===== src/rtl/core/tfsm_pkg.sv =====
// tfsm_pkg: shared types, codes and reset values for the tank fill stall monitor
// no dependencies; imported by the step logic and the top level
`default_nettype none

package tfsm_pkg;

   // input item kinds
   localparam logic [1:0] MODE_TICK = 2'd0;
   localparam logic [1:0] MODE_FILL = 2'd1;
   localparam logic [1:0] MODE_STOP = 2'd2;

   // status codes
   localparam logic [2:0] STATUS_OK           = 3'd0;
   localparam logic [2:0] STATUS_STOPPED_FILL = 3'd1;
   localparam logic [2:0] STATUS_NOT_FILLING  = 3'd2;
   localparam logic [2:0] STATUS_NO_SOURCE    = 3'd3;
   localparam logic [2:0] STATUS_TANK_FULL    = 3'd4;

   // register indexes on the csr port
   localparam int CSR_INDEX_W = 3;
   localparam int CSR_DATA_W  = 32;
   localparam logic [CSR_INDEX_W-1:0] CSR_MAX_VOLUME       = 3'd0;
   localparam logic [CSR_INDEX_W-1:0] CSR_MIN_VOLUME       = 3'd1;
   localparam logic [CSR_INDEX_W-1:0] CSR_CHANGE_TOLERANCE = 3'd2;
   localparam logic [CSR_INDEX_W-1:0] CSR_CHANGE_INTERVAL  = 3'd3;
   localparam logic [CSR_INDEX_W-1:0] CSR_HAS_SOURCE       = 3'd4;

   // register reset values
   localparam logic [15:0] MAX_VOLUME_RST       = 16'hFFFF;
   localparam logic [15:0] MIN_VOLUME_RST       = 16'd0;
   localparam logic [15:0] CHANGE_TOLERANCE_RST = 16'd1;
   localparam logic [31:0] CHANGE_INTERVAL_RST  = 32'd1000;
   localparam logic        HAS_SOURCE_RST       = 1'b1;

   typedef struct packed {
      logic [15:0] max_volume;
      logic [15:0] min_volume;
      logic [15:0] change_tolerance;
      logic [31:0] change_interval;
      logic        has_source;
   } cfg_type;

   typedef struct packed {
      logic        filling;
      logic        forced_flag;
      logic        change_seen;
      logic [31:0] ticks_since_start;
      logic [31:0] ticks_since_change;
      logic [15:0] previous_pressure;
   } state_type;

   localparam state_type STATE_RST = '{
      filling:            1'b0,
      forced_flag:        1'b0,
      change_seen:        1'b0,
      ticks_since_start:  32'd0,
      ticks_since_change: 32'd0,
      previous_pressure:  16'd0
   };

   typedef struct packed {
      logic [1:0]  mode;
      logic        force_req;
      logic [15:0] pressure;
      logic [15:0] volume;
   } req_type;

   typedef struct packed {
      logic       source_on;
      logic       source_forced;
      logic [2:0] status;
   } rsp_type;

endpackage

`default_nettype wire


===== src/rtl/core/tfsm_channels.sv =====
// tfsm_req_if and tfsm_rsp_if: valid/ready channels for requests and results
// no dependencies
`default_nettype none

interface tfsm_req_if;
   logic        valid;
   logic        ready;
   logic [1:0]  mode;
   logic        force_req;
   logic [15:0] pressure;
   logic [15:0] volume;

   modport source (output valid, mode, force_req, pressure, volume, input ready);
   modport sink (input valid, mode, force_req, pressure, volume, output ready);
endinterface

interface tfsm_rsp_if;
   logic       valid;
   logic       ready;
   logic       source_on;
   logic       source_forced;
   logic [2:0] status;

   modport source (output valid, source_on, source_forced, status, input ready);
   modport sink (input valid, source_on, source_forced, status, output ready);
endinterface

`default_nettype wire


===== src/rtl/core/tfsm_step.sv =====
// tfsm_step: next state and result for one request, pure combinational logic
// depends on tfsm_pkg
`default_nettype none

module tfsm_step (
   input  tfsm_pkg::cfg_type   cfg,
   input  tfsm_pkg::state_type state_cur,
   input  tfsm_pkg::req_type   req,
   output tfsm_pkg::state_type state_nxt,
   output tfsm_pkg::rsp_type   rsp
);
   import tfsm_pkg::*;

   logic [31:0] tss_inc;
   logic [31:0] tsc_inc;
   logic [15:0] diff;
   logic        monitor;
   logic        at_max;
   logic        at_min;
   logic [2:0]  status;

   // saturating tick counters and pressure change magnitude
   assign tss_inc = (&state_cur.ticks_since_start) ? state_cur.ticks_since_start
                                                   : state_cur.ticks_since_start + 32'd1;
   assign tsc_inc = (&state_cur.ticks_since_change) ? state_cur.ticks_since_change
                                                    : state_cur.ticks_since_change + 32'd1;
   assign diff = (req.pressure >= state_cur.previous_pressure)
               ? req.pressure - state_cur.previous_pressure
               : state_cur.previous_pressure - req.pressure;
   assign monitor = !cfg.has_source || state_cur.filling;
   assign at_max  = req.volume >= cfg.max_volume;
   assign at_min  = req.volume <= cfg.min_volume;

   // per-request state update
   always_comb begin
      state_nxt = state_cur;
      status    = STATUS_OK;
      case (req.mode)
         MODE_TICK: begin
            state_nxt.ticks_since_start  = tss_inc;
            state_nxt.ticks_since_change = tsc_inc;
            if (monitor) begin
               if (diff >= cfg.change_tolerance) begin
                  state_nxt.change_seen        = 1'b1;
                  state_nxt.ticks_since_change = 32'd0;
               end else if (state_cur.change_seen) begin
                  if (tsc_inc >= cfg.change_interval) status = STATUS_STOPPED_FILL;
               end else if (tss_inc >= cfg.change_interval) begin
                  status = STATUS_NOT_FILLING;
               end
               state_nxt.previous_pressure = req.pressure;
            end
            // volume hysteresis on the source
            if (cfg.has_source) begin
               if (at_max) begin
                  state_nxt.filling     = 1'b0;
                  state_nxt.forced_flag = 1'b0;
               end else if (at_min) begin
                  state_nxt.change_seen       = 1'b0;
                  state_nxt.ticks_since_start = 32'd0;
                  state_nxt.filling           = 1'b1;
                  state_nxt.forced_flag       = 1'b0;
               end
            end
         end
         MODE_FILL: begin
            if (!cfg.has_source) begin
               status = STATUS_NO_SOURCE;
            end else if (!req.force_req && at_max) begin
               status = STATUS_TANK_FULL;
            end else begin
               state_nxt.change_seen       = 1'b0;
               state_nxt.ticks_since_start = 32'd0;
               state_nxt.filling           = 1'b1;
               state_nxt.forced_flag       = req.force_req;
            end
         end
         MODE_STOP: begin
            if (cfg.has_source) begin
               state_nxt.filling     = 1'b0;
               state_nxt.forced_flag = 1'b0;
            end
         end
         default: begin
            state_nxt = state_cur;
         end
      endcase
   end

   // outputs reflect the state after this request
   assign rsp.source_on     = state_nxt.filling & cfg.has_source;
   assign rsp.source_forced = state_nxt.forced_flag & cfg.has_source;
   assign rsp.status        = status;

endmodule

`default_nettype wire


===== src/rtl/core/tank_fill_stall_monitor_top.sv =====
// tank_fill_stall_monitor_top: csr registers, monitor state and result register
// depends on tfsm_pkg, tfsm_channels (tfsm_req_if, tfsm_rsp_if) and tfsm_step
`default_nettype none

// Tank fill stall monitor. Each request is a sample tick, a fill command or a
// stop command; one result comes back per request with the source enable, the
// force flag and a status code. The step logic reads the request and the
// monitor state, and the state and the result register load at the same edge.
// Requests are taken every cycle while the result register is empty or its
// result is being taken in that cycle, so the sustained rate is one request
// per clock, and each result is valid in the cycle after its request. The
// csr registers are written through csr_we/csr_index/csr_wdata and should only
// change while no request is in flight; indexes past has_source are ignored.
module tank_fill_stall_monitor_top (
   input  wire                                 clock,
   input  wire                                 reset,
   tfsm_req_if.sink                            req_chan,
   tfsm_rsp_if.source                          rsp_chan,
   input  wire                                 csr_we,
   input  wire  [tfsm_pkg::CSR_INDEX_W-1:0]    csr_index,
   input  wire  [tfsm_pkg::CSR_DATA_W-1:0]     csr_wdata
);
   import tfsm_pkg::*;

   cfg_type   cfg_ff;
   state_type state_ff;
   state_type state_in;
   req_type   req;
   rsp_type   rsp_in;
   rsp_type   rsp_ff;
   logic      rsp_valid_ff;
   logic      req_take;

   // request side handshake
   assign req_chan.ready = !rsp_valid_ff || rsp_chan.ready;
   assign req_take       = req_chan.valid && req_chan.ready;

   assign req.mode      = req_chan.mode;
   assign req.force_req = req_chan.force_req;
   assign req.pressure  = req_chan.pressure;
   assign req.volume    = req_chan.volume;

   // csr registers
   always_ff @(posedge clock) begin
      if (reset) begin
         cfg_ff.max_volume       <= MAX_VOLUME_RST;
         cfg_ff.min_volume       <= MIN_VOLUME_RST;
         cfg_ff.change_tolerance <= CHANGE_TOLERANCE_RST;
         cfg_ff.change_interval  <= CHANGE_INTERVAL_RST;
         cfg_ff.has_source       <= HAS_SOURCE_RST;
      end else if (csr_we) begin
         case (csr_index)
            CSR_MAX_VOLUME:       cfg_ff.max_volume       <= csr_wdata[15:0];
            CSR_MIN_VOLUME:       cfg_ff.min_volume       <= csr_wdata[15:0];
            CSR_CHANGE_TOLERANCE: cfg_ff.change_tolerance <= csr_wdata[15:0];
            CSR_CHANGE_INTERVAL:  cfg_ff.change_interval  <= csr_wdata[31:0];
            CSR_HAS_SOURCE:       cfg_ff.has_source       <= csr_wdata[0];
            default: begin
            end
         endcase
      end
   end

   // next state and result for the incoming request
   tfsm_step u_step (
      .cfg       (cfg_ff),
      .state_cur (state_ff),
      .req       (req),
      .state_nxt (state_in),
      .rsp       (rsp_in)
   );

   // monitor state
   always_ff @(posedge clock) begin
      if (reset) begin
         state_ff <= STATE_RST;
      end else if (req_take) begin
         state_ff <= state_in;
      end
   end

   // result register
   always_ff @(posedge clock) begin
      if (reset) begin
         rsp_valid_ff <= 1'b0;
      end else if (req_take) begin
         rsp_valid_ff <= 1'b1;
      end else if (rsp_chan.ready) begin
         rsp_valid_ff <= 1'b0;
      end
   end

   always_ff @(posedge clock) begin
      if (req_take) begin
         rsp_ff <= rsp_in;
      end
   end

   assign rsp_chan.valid         = rsp_valid_ff;
   assign rsp_chan.source_on     = rsp_ff.source_on;
   assign rsp_chan.source_forced = rsp_ff.source_forced;
   assign rsp_chan.status        = rsp_ff.status;

endmodule

`default_nettype wire

===== src/flat_wrapper.sv =====
// flat-port wrapper written by rule: the top's interface ports become plain ports
module tank_fill_stall_monitor_top_flat import tfsm_pkg::*;
  (clock, reset, csr_we, csr_index, csr_wdata, req_chan_valid, req_chan_mode, req_chan_force_req, req_chan_pressure, req_chan_volume, req_chan_ready, rsp_chan_valid, rsp_chan_source_on, rsp_chan_source_forced, rsp_chan_status, rsp_chan_ready);
  tfsm_req_if req_chan_i ();
  tfsm_rsp_if rsp_chan_i ();
  input  wire clock;
  input  wire reset;
  input  wire csr_we;
  input  wire  [tfsm_pkg::CSR_INDEX_W-1:0] csr_index;
  input  wire  [tfsm_pkg::CSR_DATA_W-1:0] csr_wdata;
  input wire logic [$bits(req_chan_i.valid)-1:0] req_chan_valid;
  input wire logic [$bits(req_chan_i.mode)-1:0] req_chan_mode;
  input wire logic [$bits(req_chan_i.force_req)-1:0] req_chan_force_req;
  input wire logic [$bits(req_chan_i.pressure)-1:0] req_chan_pressure;
  input wire logic [$bits(req_chan_i.volume)-1:0] req_chan_volume;
  output wire logic [$bits(req_chan_i.ready)-1:0] req_chan_ready;
  output wire logic [$bits(rsp_chan_i.valid)-1:0] rsp_chan_valid;
  output wire logic [$bits(rsp_chan_i.source_on)-1:0] rsp_chan_source_on;
  output wire logic [$bits(rsp_chan_i.source_forced)-1:0] rsp_chan_source_forced;
  output wire logic [$bits(rsp_chan_i.status)-1:0] rsp_chan_status;
  input wire logic [$bits(rsp_chan_i.ready)-1:0] rsp_chan_ready;
  assign req_chan_i.valid = req_chan_valid;
  assign req_chan_i.mode = req_chan_mode;
  assign req_chan_i.force_req = req_chan_force_req;
  assign req_chan_i.pressure = req_chan_pressure;
  assign req_chan_i.volume = req_chan_volume;
  assign req_chan_ready = req_chan_i.ready;
  assign rsp_chan_valid = rsp_chan_i.valid;
  assign rsp_chan_source_on = rsp_chan_i.source_on;
  assign rsp_chan_source_forced = rsp_chan_i.source_forced;
  assign rsp_chan_status = rsp_chan_i.status;
  assign rsp_chan_i.ready = rsp_chan_ready;
  tank_fill_stall_monitor_top u_core (.clock(clock), .reset(reset), .req_chan(req_chan_i), .rsp_chan(rsp_chan_i), .csr_we(csr_we), .csr_index(csr_index), .csr_wdata(csr_wdata));
endmodule

===== config.mk =====
export PLATFORM = sky130hd
export DESIGN_NAME = tank_fill_stall_monitor_top_flat
export DESIGN_NICKNAME = d
export VERILOG_FILES = /design/src/rtl/core/tfsm_pkg.sv /design/src/rtl/core/tfsm_channels.sv /design/src/rtl/core/tfsm_step.sv /design/src/rtl/core/tank_fill_stall_monitor_top.sv /design/src/flat_wrapper.sv
export SDC_FILE = /design/constraint.sdc
export NUM_CORES = 1
export LEC_CHECK = 0
export BUFFER_PORTS_ARGS = -buffer_cell sky130_fd_sc_hd__buf_2
export CORE_MARGIN = 8
export CORE_UTILIZATION = 57
export CTS_BUF_LIST = sky130_fd_sc_hd__clkbuf_8
export CTS_CLUSTER_SIZE = 12
export DETAILED_ROUTE_END_ITERATION = 8
export GPL_ROUTABILITY_DRIVEN = 0
export PLACE_DENSITY = 0.79
export SLEW_MARGIN = 20
export SYNTH_ARGS = -nofsm -noshare
export SYNTH_HDL_FRONTEND = slang
export SYNTH_SLANG_ARGS = --single-unit

===== constraint.sdc =====
create_clock -name clock -period 4.4 [get_ports clock]
set_input_delay 0.44 -clock clock [delete_from_list [all_inputs] [get_ports clock]]
set_output_delay 0.44 -clock clock [all_outputs]
set_load 0.02 [all_outputs]

; ---- After elaboration in Yosys (flattened, before gate mapping)
; Index checks and enable logic that the tools add are counted.
[totals]
input_bits = 75
wordCells = 82
register_bits = 170
[op_classes]
n_bitwise = 2
reduce_logical = 21
n_mux = 26
n_eq_ne = 8
add_sub_neg = 4
magnitude_cmp = 6
[op_table]
columns = cell, count
row1 = $mux W35, 4
row2 = $mux W32, 3
row3 = $pmux W33 S2, 1
row4 = $add A32 B1 Y32 const B, 2
row5 = $ge A32 B32 Y1, 2
row6 = $reduce_and A32 Y1, 2
row7 = $ge A16 B16 Y1, 3
row8 = $mux W48, 1
row9 = $mux W33, 1
row10 = $sub A16 B16 Y16, 2
row11 = $le A16 B16 Y1, 1
row12 = $mux W16, 1
row13 = $mux W3, 5
row14 = $reduce_and A2 Y1, 6
row15 = $eq A3 B2 Y1 const B, 2
row16 = $mux W2, 3
row17 = $pmux W2 S3, 1
row18 = $pmux W3 S2, 1
row19 = $mux W1, 5
row20 = $reduce_and A4 Y1, 1
row21 = $reduce_bool A2 Y1, 2
row22 = $eq A3 B1 Y1 const B, 1
row23 = $eq A3 B3 Y1 const B, 1
row24 = $logic_not A1 Y1, 3
row25 = other kinds (10), 13

; ---- Longest topological paths before layout
; Gate-level depths: netlist (run 1).
[logic_depth]
ltp_word = 10
ltp_mapped = 20
ltp_nobuf = 19

; ---- By module
; From an unflattened synthesis (run 1), not the netlist that was laid out.
[hier_totals]
cells_unflattened = 1885
hier_area_um2 = 14268.7
[modules_own_cells]
columns = module, n_inst, area_each_um2, cells_per_inst
row1 = tfsm_step, 1, 7638.6, 1143
row2 = tank_fill_stall_monitor_top, 1, 6630.1, 742

; ---- Least setup slack after synthesis (run 1)
; Ideal clock, no wire load.
[synth_path]
path_kind = input -> register
start = in req_chan_pressure[0]
end = reg u_core.state_ff[21] (netlist name)
cell_stages = 20
setup_slack_ns = -0.143
arrival_ns = 4.483
path_buffers = 2
path_cell_list = inv_1 -> ha_1 -> inv_1 -> fa_1 -> a211oi_1 -> o211ai_1 -> a211oi_1 -> o21ai_2 -> buf_2 -> a32oi_1 -> xor2_1 -> ha_1 -> a21o_1 -> a21o_1 -> a211oi_1 -> o22ai_1 -> a21o_1 -> clkbuf_1 -> nor2_1 -> a22o_1
[synth_via]
elab_chain_cells = 5
word_cells_on_any_way = 7
classes_between = add/sub (2) / order compare (2) / mux (3)
[synth_rtl]
columns = element, line
row1 = start: declaration, flat_wrapper.sv:14  ; input wire logic [$bits(req_chan_i.pressure)-1:0] req_chan_pressure;
row2 = "$sub A16 B16 Y16, or another cell as far along", tfsm_step.sv:29  ; : state_cur.previous_pressure - req.pressure;
row3 = $mux W16 *, tfsm_step.sv:28  ; ? req.pressure - state_cur.previous_pressure
row4 = $ge A16 B16 Y1 *, tfsm_step.sv:43  ; if (diff >= cfg.change_tolerance) begin
row5 = $mux W32 *, tfsm_step.sv:43
row6 = $mux W48 *, tfsm_step.sv:42  ; if (monitor) begin
row7 = end signal: assignment, tank_fill_stall_monitor_top.sv:78  ; state_ff <= state_in;
row8 = end: declaration, tank_fill_stall_monitor_top.sv:26  ; state_type state_ff;
; Every way passes the cells marked *; elsewhere a longest branch is shown, timed or not.
; A chain may end at the register's enable or synchronous reset.

; ---- Worst setup path in the final report (run 1)
[layout_path]
start = reg u_core.state_ff[0] (netlist name)
end = reg u_core.state_ff[20] (netlist name)
[layout_via]
elab_chain_cells = 5
word_cells_on_any_way = 7
classes_between = add/sub (2) / order compare (2) / mux (3)
[layout_rtl]
columns = element, line
row1 = "$sub A16 B16 Y16, or another cell as far along", tfsm_step.sv:29
row2 = $mux W16 *, tfsm_step.sv:28
row3 = $ge A16 B16 Y1 *, tfsm_step.sv:43
row4 = $mux W32 *, tfsm_step.sv:43
row5 = $mux W48 *, tfsm_step.sv:42
; Marked as above.

==> results of run 1 <==
-- state kept, by name, indices dropped and copies added (netlist names) --
name	count
u_core.state_ff	83
u_core.rsp_chan.valid	1
u_core.rsp_chan.source_on	1
u_core.rsp_chan.status	3
u_core.rsp_chan.source_forced	1
u_core.cfg_ff	81
-- through the flow --
stage	instance area (um2)	TNS (ns)
after floorplan	12100	0
after global placement	12900	-4.35
after detailed placement	12900	-10.97
after CTS	13400	0
after global routing	13500	-2.71
final	13500	0
-- cell type report --
cell class / instances / area share (%)
tap: 275 / 2.55
timing repair buffer: 130 / 5.79
sequential: 170 / 25.6
multi-input combinational: 1169 / 59.3
clock buffer: 17 / 1.74
inverter: 133 / 3.71
clock inverter: 15 / 1.31
-- Yosys cell counts (5+ instances only) --
cell type | n | area share [%]
sky130_fd_sc_hd__a211oi_1 | 15 | 0.93
sky130_fd_sc_hd__a21o_1 | 46 | 2.9
sky130_fd_sc_hd__a21oi_1 | 151 | 6.2
sky130_fd_sc_hd__a22o_1 | 10 | 0.72
sky130_fd_sc_hd__a311oi_1 | 14 | 1.0
sky130_fd_sc_hd__a31oi_1 | 19 | 0.98
sky130_fd_sc_hd__a32o_1 | 15 | 1.2
sky130_fd_sc_hd__and2_1 | 10 | 0.52
sky130_fd_sc_hd__and3_1 | 20 | 1.0
sky130_fd_sc_hd__and4_1 | 7 | 0.51
sky130_fd_sc_hd__buf_1 | 6 | 0.19
sky130_fd_sc_hd__buf_2 | 7 | 0.29
sky130_fd_sc_hd__clkbuf_1 | 56 | 1.7
sky130_fd_sc_hd__dfxtp_1 | 165 | 27
sky130_fd_sc_hd__edfxtp_1 | 5 | 1.2
sky130_fd_sc_hd__ha_1 | 145 | 15
sky130_fd_sc_hd__inv_1 | 133 | 4.1
sky130_fd_sc_hd__mux2i_1 | 13 | 1.1
sky130_fd_sc_hd__nand2_1 | 243 | 7.5
sky130_fd_sc_hd__nand2b_1 | 9 | 0.47
sky130_fd_sc_hd__nand3_1 | 41 | 1.7
sky130_fd_sc_hd__nand3b_1 | 6 | 0.37
sky130_fd_sc_hd__nand4_1 | 33 | 1.7
sky130_fd_sc_hd__nor2_1 | 66 | 2.0
sky130_fd_sc_hd__nor2b_1 | 10 | 0.52
sky130_fd_sc_hd__nor3_1 | 24 | 0.99
sky130_fd_sc_hd__o211ai_1 | 31 | 1.9
sky130_fd_sc_hd__o21ai_0 | 51 | 2.1
sky130_fd_sc_hd__o21bai_1 | 6 | 0.37
sky130_fd_sc_hd__or2_2 | 8 | 0.41
sky130_fd_sc_hd__or3_1 | 18 | 0.93
sky130_fd_sc_hd__or4_1 | 5 | 0.31
sky130_fd_sc_hd__xnor2_1 | 50 | 3.6
sky130_fd_sc_hd__xor2_1 | 26 | 1.9
-- power breakdown --
part / total, mW / switching, mW / internal, mW
Sequential: 1.59 / 0.0144 / 1.57
Combinational: 0.614 / 0.369 / 0.245
Clock: 1.15 / 0.716 / 0.434
Total: 3.35 / 1.10 / 2.25
-- logic make-up (layout without fill, tap and decap cells) --
kind of cell               count (synthesis)  after routing  synth area share, %
AOI/OAI and AO/OA                        407            407                 22.0
xor gates and xnor gates                  76             76                 5.50
adders and majority gates                147            147                 15.3
buffers and inverters                    202            295                 6.34
DFF                                      170            170                 28.5
muxes                                     17             17                 1.45
and+or+nand+nor                          522            522                 20.8
-- worst min-delay path, stage by stage --
cell and delay, ns:
sky130_fd_sc_hd__buf_2 0.10, sky130_fd_sc_hd__nand2_1 0.04, sky130_fd_sc_hd__a21oi_1 0.05
-- worst paths after layout --
| check | startpoint | end | slack [ns] | depth (start not counted) |
|---|---|---|---|---|
| worst min register to register | u_core.cfg_ff[31]$_SDFFE_PP0P_ | u_core.cfg_ff[31]$_SDFFE_PP0P_ | 0.46 | 2 |
| worst min-delay path | csr_wdata[18] | u_core.cfg_ff[19]$_SDFFE_PP0P_ | 0.19 | 3 |
| worst max register to register | u_core.state_ff[0]$_SDFFE_PP0P_ | u_core.state_ff[20]$_SDFFE_PP0P_ | 0.06 | 19 |
| worst max-delay path | u_core.state_ff[0]$_SDFFE_PP0P_ | u_core.state_ff[20]$_SDFFE_PP0P_ | 0.06 | 19 |
-- routing by layer --
metal	up-vias	wire length [um]	global-route usage, %
li1	5624	-	-
met1	5394	14900	32.5
met2	427	15500	40.7
met3	79	2000	3.52
met4	0	936	9.47
met5	-	0	0
-- timing repair --
action	in CTS	in global routing
gates resized for setup	3	17
setup buffers	0	5
pin swaps	0	14
setup endpoints to repair	33	35
==> impl_results.rst, run 1 <==
.. list-table::
   :header-rows: 1

   * - Metric
     - Value
   * - Outcome
     - finished, final reports clean
   * - Die height
     - approximately 160 um
   * - Worst path arrival time
     - 4.76 ns
   * - Number of buffers inserted by hold repair at cts
     - 0
   * - Multi-input combinational cell area
     - between 0.007 and 0.008 mm2
   * - Global-route wire length before repair
     - 53900 um
   * - Number of standard cells in the layout, taps in and fillers out
     - roughly 1.9k
   * - Total via count in the routed design
     - 11.5k
   * - Number of placement rows
     - between 50 and 60
   * - Synth async-reset ratio
     - 0%
   * - Maximum achievable frequency
     - about 230 MHz
   * - Required time of the critical path
     - roughly 4.8 ns
   * - Count of different cell masters after synthesis
     - 73
   * - Largest fanout of any net on the critical path
     - 10
   * - Fraction of the yosys area taken by sequential cells
     - between 20 and 30%
   * - Gate count after technology mapping
     - between 1.5k and 2k
   * - Syn_area_per_cell
     - 7.85 um2
   * - Largest clock skew in the final design
     - 0.0177 ns
   * - Commonest non-fill, non-tap cell in the layout
     - sky130_fd_sc_hd__nand2_1
   * - Signed area change from the synthesized netlist to the final layout
     - 11.3%
   * - Fill cell instance count of the final layout
     - around 1.8k
   * - Post-placement worst setup slack
     - -0.415 ns
   * - Most used DFF post-synth
     - sky130_fd_sc_hd__dfxtp_1
   * - Post-route clock period utilization
     - 98.6%
   * - Initial core utilization
     - a little under 60%
   * - Synthesis-stage register bit count
     - 170
   * - Highest-count cells in the layout ignoring fill and taps
     - 243 x sky130_fd_sc_hd__nand2_1, 164 x sky130_fd_sc_hd__dfxtp_1, 150 x sky130_fd_sc_hd__a21oi_1, 144 x sky130_fd_sc_hd__ha_1, 133 x sky130_fd_sc_hd__inv_1
   * - Critical path launch point type
     - flop
   * - Worst-case headroom to the max-slew limit
     - between 20% and 30%
   * - Final Critical Period
     - roughly 4.3 ns
   * - Pins over their slew limit
     - 0
   * - Slowest stage cell on the critical path
     - sky130_fd_sc_hd__dfxtp_2
   * - Count of maximum capacitance violations
     - 0
   * - Die boundary width
     - ~160 um
   * - H-tree levels
     - 4
   * - RSZ-0062 raised after global routing
     - yes
   * - Areal power density over the cells
     - between 200 and 250 mW/mm2
   * - Setup-failing EPs final
     - 0
   * - Detailed-route wire length per cell
     - roughly 17 um
   * - Post-Route Hold Slack
     - between 0.15 and 0.2 ns
   * - Placeable Area
     - ~0.021 mm2
   * - Worst path buffer plus inverter count
     - 3
   * - Overall power consumption
     - roughly 3.4 mW
   * - First-iteration detailed-routing DRC count
     - just under 1k
   * - Number of buffers created by CTS
     - 17
   * - Crit Path Class
     - reg -> reg
   * - Number of sinks on the clock net
     - between 150 and 200
   * - Sum of overflow across all layers after global routing
     - 0
   * - Net count, final
     - 1843
   * - CTS tree
     - yes
   * - Netlist area before placement
     - 0.0121 mm2
   * - Count of synthesis-stage warnings from yosys
     - 0
   * - Post-DRT Antenna Nets
     - 0
   * - Root buf cell
     - sky130_fd_sc_hd__clkbuf_8
   * - Slew at the pin closest to its max-slew limit
     - 1.06 ns
   * - Via count of the first global-routing pass
     - roughly 11k
   * - Die area
     - between 0.02 and 0.03 mm2
   * - Leakage
     - roughly 5.8 nW
   * - Number of top-level pins
     - 82
   * - Final worst setup slack
     - between 0.06 and 0.07 ns
   * - Maximum cell stage delay along the critical path
     - ~0.35 ns
   * - Element type at the critical path end
     - flop
   * - Post-detailed-route DRC marker count
     - 0
   * - Post-synth EDFFs
     - 5
   * - Maximum number of pins on one net before global-route repair
     - 72
   * - Layout cell share with drive strength beyond 1
     - a little over an eighth
   * - Final core area utilization
     - between 60% and 70%
   * - Clock transition at the registers of the reported paths
     - around 0.1 ns
   * - Cell Count Post-Placement
     - roughly 1.9k
   * - Sequential cell area
     - between 0.003 and 0.004 mm2
   * - Category of cells accounting for the largest share of critical-path delay
     - compound AO/OA/AOI/OAI gates
   * - Detailed-placement wirelength estimate
     - between 20000 and 25000 um
   * - Antenna cells
     - 0
   * - CTS Buffer Depth
     - 2
   * - Via density per instance
     - 6.04
   * - Ordered list of cells on the worst path
     - ha_2 -> inv_1 -> fa_2 -> a211oi_2 -> o211ai_1 -> a211oi_2 -> o21ai_4 -> mux2i_2 -> buf_4 -> xor2_1 -> ha_1 -> nand4_1 -> nor2_1 -> a211oi_2 -> o22ai_2 -> a21o_1 -> buf_4 -> nor2_4 -> a22o_1
   * - Count of port buffers added during placement
     - ~80
   * - Total track usage
     - between 20% and 30%
   * - Total count of hold-check failures in the final report
     - 0
   * - Max rail drop VDD
     - between 0.15 and 0.2 mV
   * - Crit path top cell by count
     - sky130_fd_sc_hd__a211oi_2
   * - Worst min path class
     - in -> reg
   * - Number of optimization iterations in the first detailed-route pass
     - 5
   * - Latest clock arrival within the worst-skew pair
     - 0.48 ns
   * - Number of nets in the synthesized netlist
     - about 1.8k
   * - Antenna violations before repair
     - 0
   * - Total routed wirelength
     - ~33000 um
(Power assumes the default switching activity.)
==> run 2: changes to the inputs <==
--- a/config.mk
+++ b/config.mk
@@ -12,6 +12,7 @@
 export CTS_CLUSTER_SIZE = 12
 export DETAILED_ROUTE_END_ITERATION = 8
 export GPL_ROUTABILITY_DRIVEN = 0
+export MAX_ROUTING_LAYER = met4
 export PLACE_DENSITY = 0.79
 export SLEW_MARGIN = 20
 export SYNTH_ARGS = -nofsm -noshare
==> run 2 against run 1 <==
Against the previous run:
- wire length about the same
- global-route usage is 0.69 points higher
- sequential power about the same
- critical path depth unchanged
- register-to-register slack is essentially flat
- first-iteration DRC count decreased by 3.3%
- clock-buffer cell count unchanged
- critical endpoint unchanged
==> impl_results.rst, run 2 (same netlist as run 1, synthesis figures left out) <==
.. list-table::
   :header-rows: 1

   * - Metric
     - Value
   * - Post-detailed-route DRC marker count
     - 0
   * - Flip-flop count of the largest register, all copies and words added
     - between 80 and 90
   * - Max rail drop VDD
     - 0.157 mV
   * - Sequential cell area
     - roughly 0.0035 mm2
   * - Clock transition at the registers of the reported paths
     - approximately 0.1 ns
   * - Maximum achievable frequency
     - 231 MHz
   * - Element type at the critical path end
     - flop
   * - Root buf cell
     - sky130_fd_sc_hd__clkbuf_8
   * - Signed area change from the synthesized netlist to the final layout
     - 11.3%
   * - Sum of overflow across all layers after global routing
     - 0
   * - Final Critical Period
     - between 4 and 5 ns
   * - Final total negative setup slack
     - 0 ns
   * - Die boundary width
     - 162 um
   * - CTS tree
     - yes
   * - Post-Route Hold Slack
     - between 0.15 and 0.2 ns
   * - Largest clock skew in the final design
     - between 0.015 and 0.02 ns
   * - Die height
     - ~160 um
   * - Worst path arrival time
     - about 4.8 ns
   * - Crit Path Class
     - reg -> reg
   * - Latest clock arrival within the worst-skew pair
     - about 0.48 ns
   * - Source of the critical timing path
     - u_core.state_ff[0]$_SDFFE_PP0P_
   * - Leakage
     - 5.76 nW
   * - Critical path launch point type
     - flop
   * - Maximum number of pins on one net before global-route repair
     - 72
   * - RSZ-0062 raised after global routing
     - yes
   * - Via count of the first global-routing pass
     - 10.9k
   * - Areal power density over the cells
     - roughly 250 mW/mm2
   * - Global-route wire length before repair
     - roughly 54000 um
   * - Post-DRT Antenna Nets
     - 0
   * - CTS Buffer Depth
     - 2
   * - Total via count in the routed design
     - between 10k and 15k
   * - Number of optimization iterations in the first detailed-route pass
     - 8
   * - Pins over their slew limit
     - 0
   * - Worst Min Path Start
     - csr_wdata[18]
   * - Detailed-placement wirelength estimate
     - approximately 24000 um
   * - Outcome
     - finished, final reports clean
   * - Multi-input combinational cell area
     - 0.00798 mm2
   * - Worst min path class
     - in -> reg
   * - Initial core utilization
     - 57.7%
   * - Total track usage
     - about a quarter
   * - Most flops, register
     - u_core.state_ff
   * - Total count of hold-check failures in the final report
     - 0
   * - Total routed wirelength
     - 33300 um
   * - Commonest non-fill, non-tap cell in the layout
     - sky130_fd_sc_hd__nand2_1
   * - Setup-failing EPs final
     - 0
   * - Number of top-level pins
     - slightly above 80
   * - Count of port buffers added during placement
     - 81
   * - Count of maximum capacitance violations
     - 0
   * - Worst-case headroom to the max-slew limit
     - around 30%
   * - Number of buffers inserted by hold repair at cts
     - 0
   * - Placeable Area
     - around 0.021 mm2
   * - Overall power consumption
     - between 3 and 4 mW
   * - Net count, final
     - 1843
   * - Post-route clock period utilization
     - slightly below 100%
   * - First-iteration detailed-routing DRC count
     - ~940
   * - Number of sinks on the clock net
     - between 150 and 200
   * - Slew at the pin closest to its max-slew limit
     - 1.06 ns
   * - Number of placement rows
     - between 50 and 60
   * - H-tree levels
     - 4
   * - Antenna cells
     - 0
   * - Highest-count cells in the layout ignoring fill and taps
     - 243 x sky130_fd_sc_hd__nand2_1, 164 x sky130_fd_sc_hd__dfxtp_1, 150 x sky130_fd_sc_hd__a21oi_1, 144 x sky130_fd_sc_hd__ha_1, 133 x sky130_fd_sc_hd__inv_1
   * - Layout cell share with drive strength beyond 1
     - 13.3%
   * - Number of buffers created by CTS
     - 17
   * - Fill cell instance count of the final layout
     - approximately 1.8k
   * - Detailed-route wire length per cell
     - roughly 17 um
   * - Largest fanout of any net on the critical path
     - 10
   * - Critical R2R Launch
     - u_core.state_ff[0]$_SDFFE_PP0P_
   * - Via density per instance
     - just over 6
   * - Required time of the critical path
     - a little under 5 ns
   * - Antenna violations before repair
     - 0
   * - Die area
     - roughly 0.026 mm2
==> run 2: cell counts in the layout (fill, tap and decap cells not counted) <==
No cell type changed its count.
==> run 2: per-layer routing <==
layer | GRT usage, % | vias up | wire length [um]
met1 | 32.4 | 5381 | 14800
li1 | - | 5635 | -
met2 | 40.5 | 419 | 15500
met3 | 3.44 | 79 | 2120
met5 | - | - | 0
met4 | 10.2 | 0 | 958
==> run 2: power by group <==
| group | leakage, nW | internal [mW] | total, mW | switching [mW] |
|---|---|---|---|---|
| logic | 4.16 | 0.245 | 0.612 | 0.367 |
| registers | 1.39 | 1.57 | 1.59 | 0.0141 |
| clock network | 0.207 | 0.434 | 1.15 | 0.714 |
| total | 5.76 | 2.25 | 3.35 | 1.10 |
==> run 2: per-stage QoR <==
step	cell area, um2	setup WS (ns)	util, %	std cells
6_report	13500	0.0689	64.3	1909
5_1_grt	13500	-0.119	64.3	1909
4_1_cts	13400	0.0271	63.7	1904
3_3_place_gp	12900	-0.214	61.7	1872
2_1_floorplan	12100	0.0255	-	1541
3_5_place_dp	12900	-0.415	61.7	1872
==> run 2: final cells by class <==
type,count,share of cell area [%]
multi-input cells,1169,59.3
flip-flops and latches,170,25.6
repair buffers,130,5.79
inverters,133,3.71
well taps,275,2.55
clock buffers,17,1.74
clock inverters,15,1.31
==> run 2: critical path, stage by stage (launching register included) <==
cell	delay, ns
sky130_fd_sc_hd__dfxtp_2	0.35
sky130_fd_sc_hd__ha_2	0.17
sky130_fd_sc_hd__inv_1	0.05
sky130_fd_sc_hd__fa_2	0.35
sky130_fd_sc_hd__a211oi_2	0.31
sky130_fd_sc_hd__o211ai_1	0.20
sky130_fd_sc_hd__a211oi_2	0.35
sky130_fd_sc_hd__o21ai_4	0.17
sky130_fd_sc_hd__buf_6	0.16
sky130_fd_sc_hd__mux2i_2	0.19
sky130_fd_sc_hd__xnor2_1	0.11
sky130_fd_sc_hd__ha_1	0.33
sky130_fd_sc_hd__a21o_1	0.19
sky130_fd_sc_hd__a21o_1	0.18
sky130_fd_sc_hd__a21oi_2	0.16
sky130_fd_sc_hd__o22ai_2	0.13
sky130_fd_sc_hd__a21o_1	0.24
sky130_fd_sc_hd__buf_4	0.17
sky130_fd_sc_hd__nor2_4	0.24
sky130_fd_sc_hd__a22o_1	0.20
==> run 2: final timing paths <==
check                                     end  slack, ns  cells after the start
min reg2reg    u_core.cfg_ff[58]$_SDFFE_PP0P_       0.46                      2
max          u_core.state_ff[20]$_SDFFE_PP0P_       0.07                     19
max reg2reg  u_core.state_ff[20]$_SDFFE_PP0P_       0.07                     19
min            u_core.cfg_ff[19]$_SDFFE_PP0P_       0.19                      3
==> run 2: timing repair <==
action	CTS	global route
pin swaps	0	14
buffers inserted	0	5
resized for setup	3	17
setup endpoints to repair	33	35
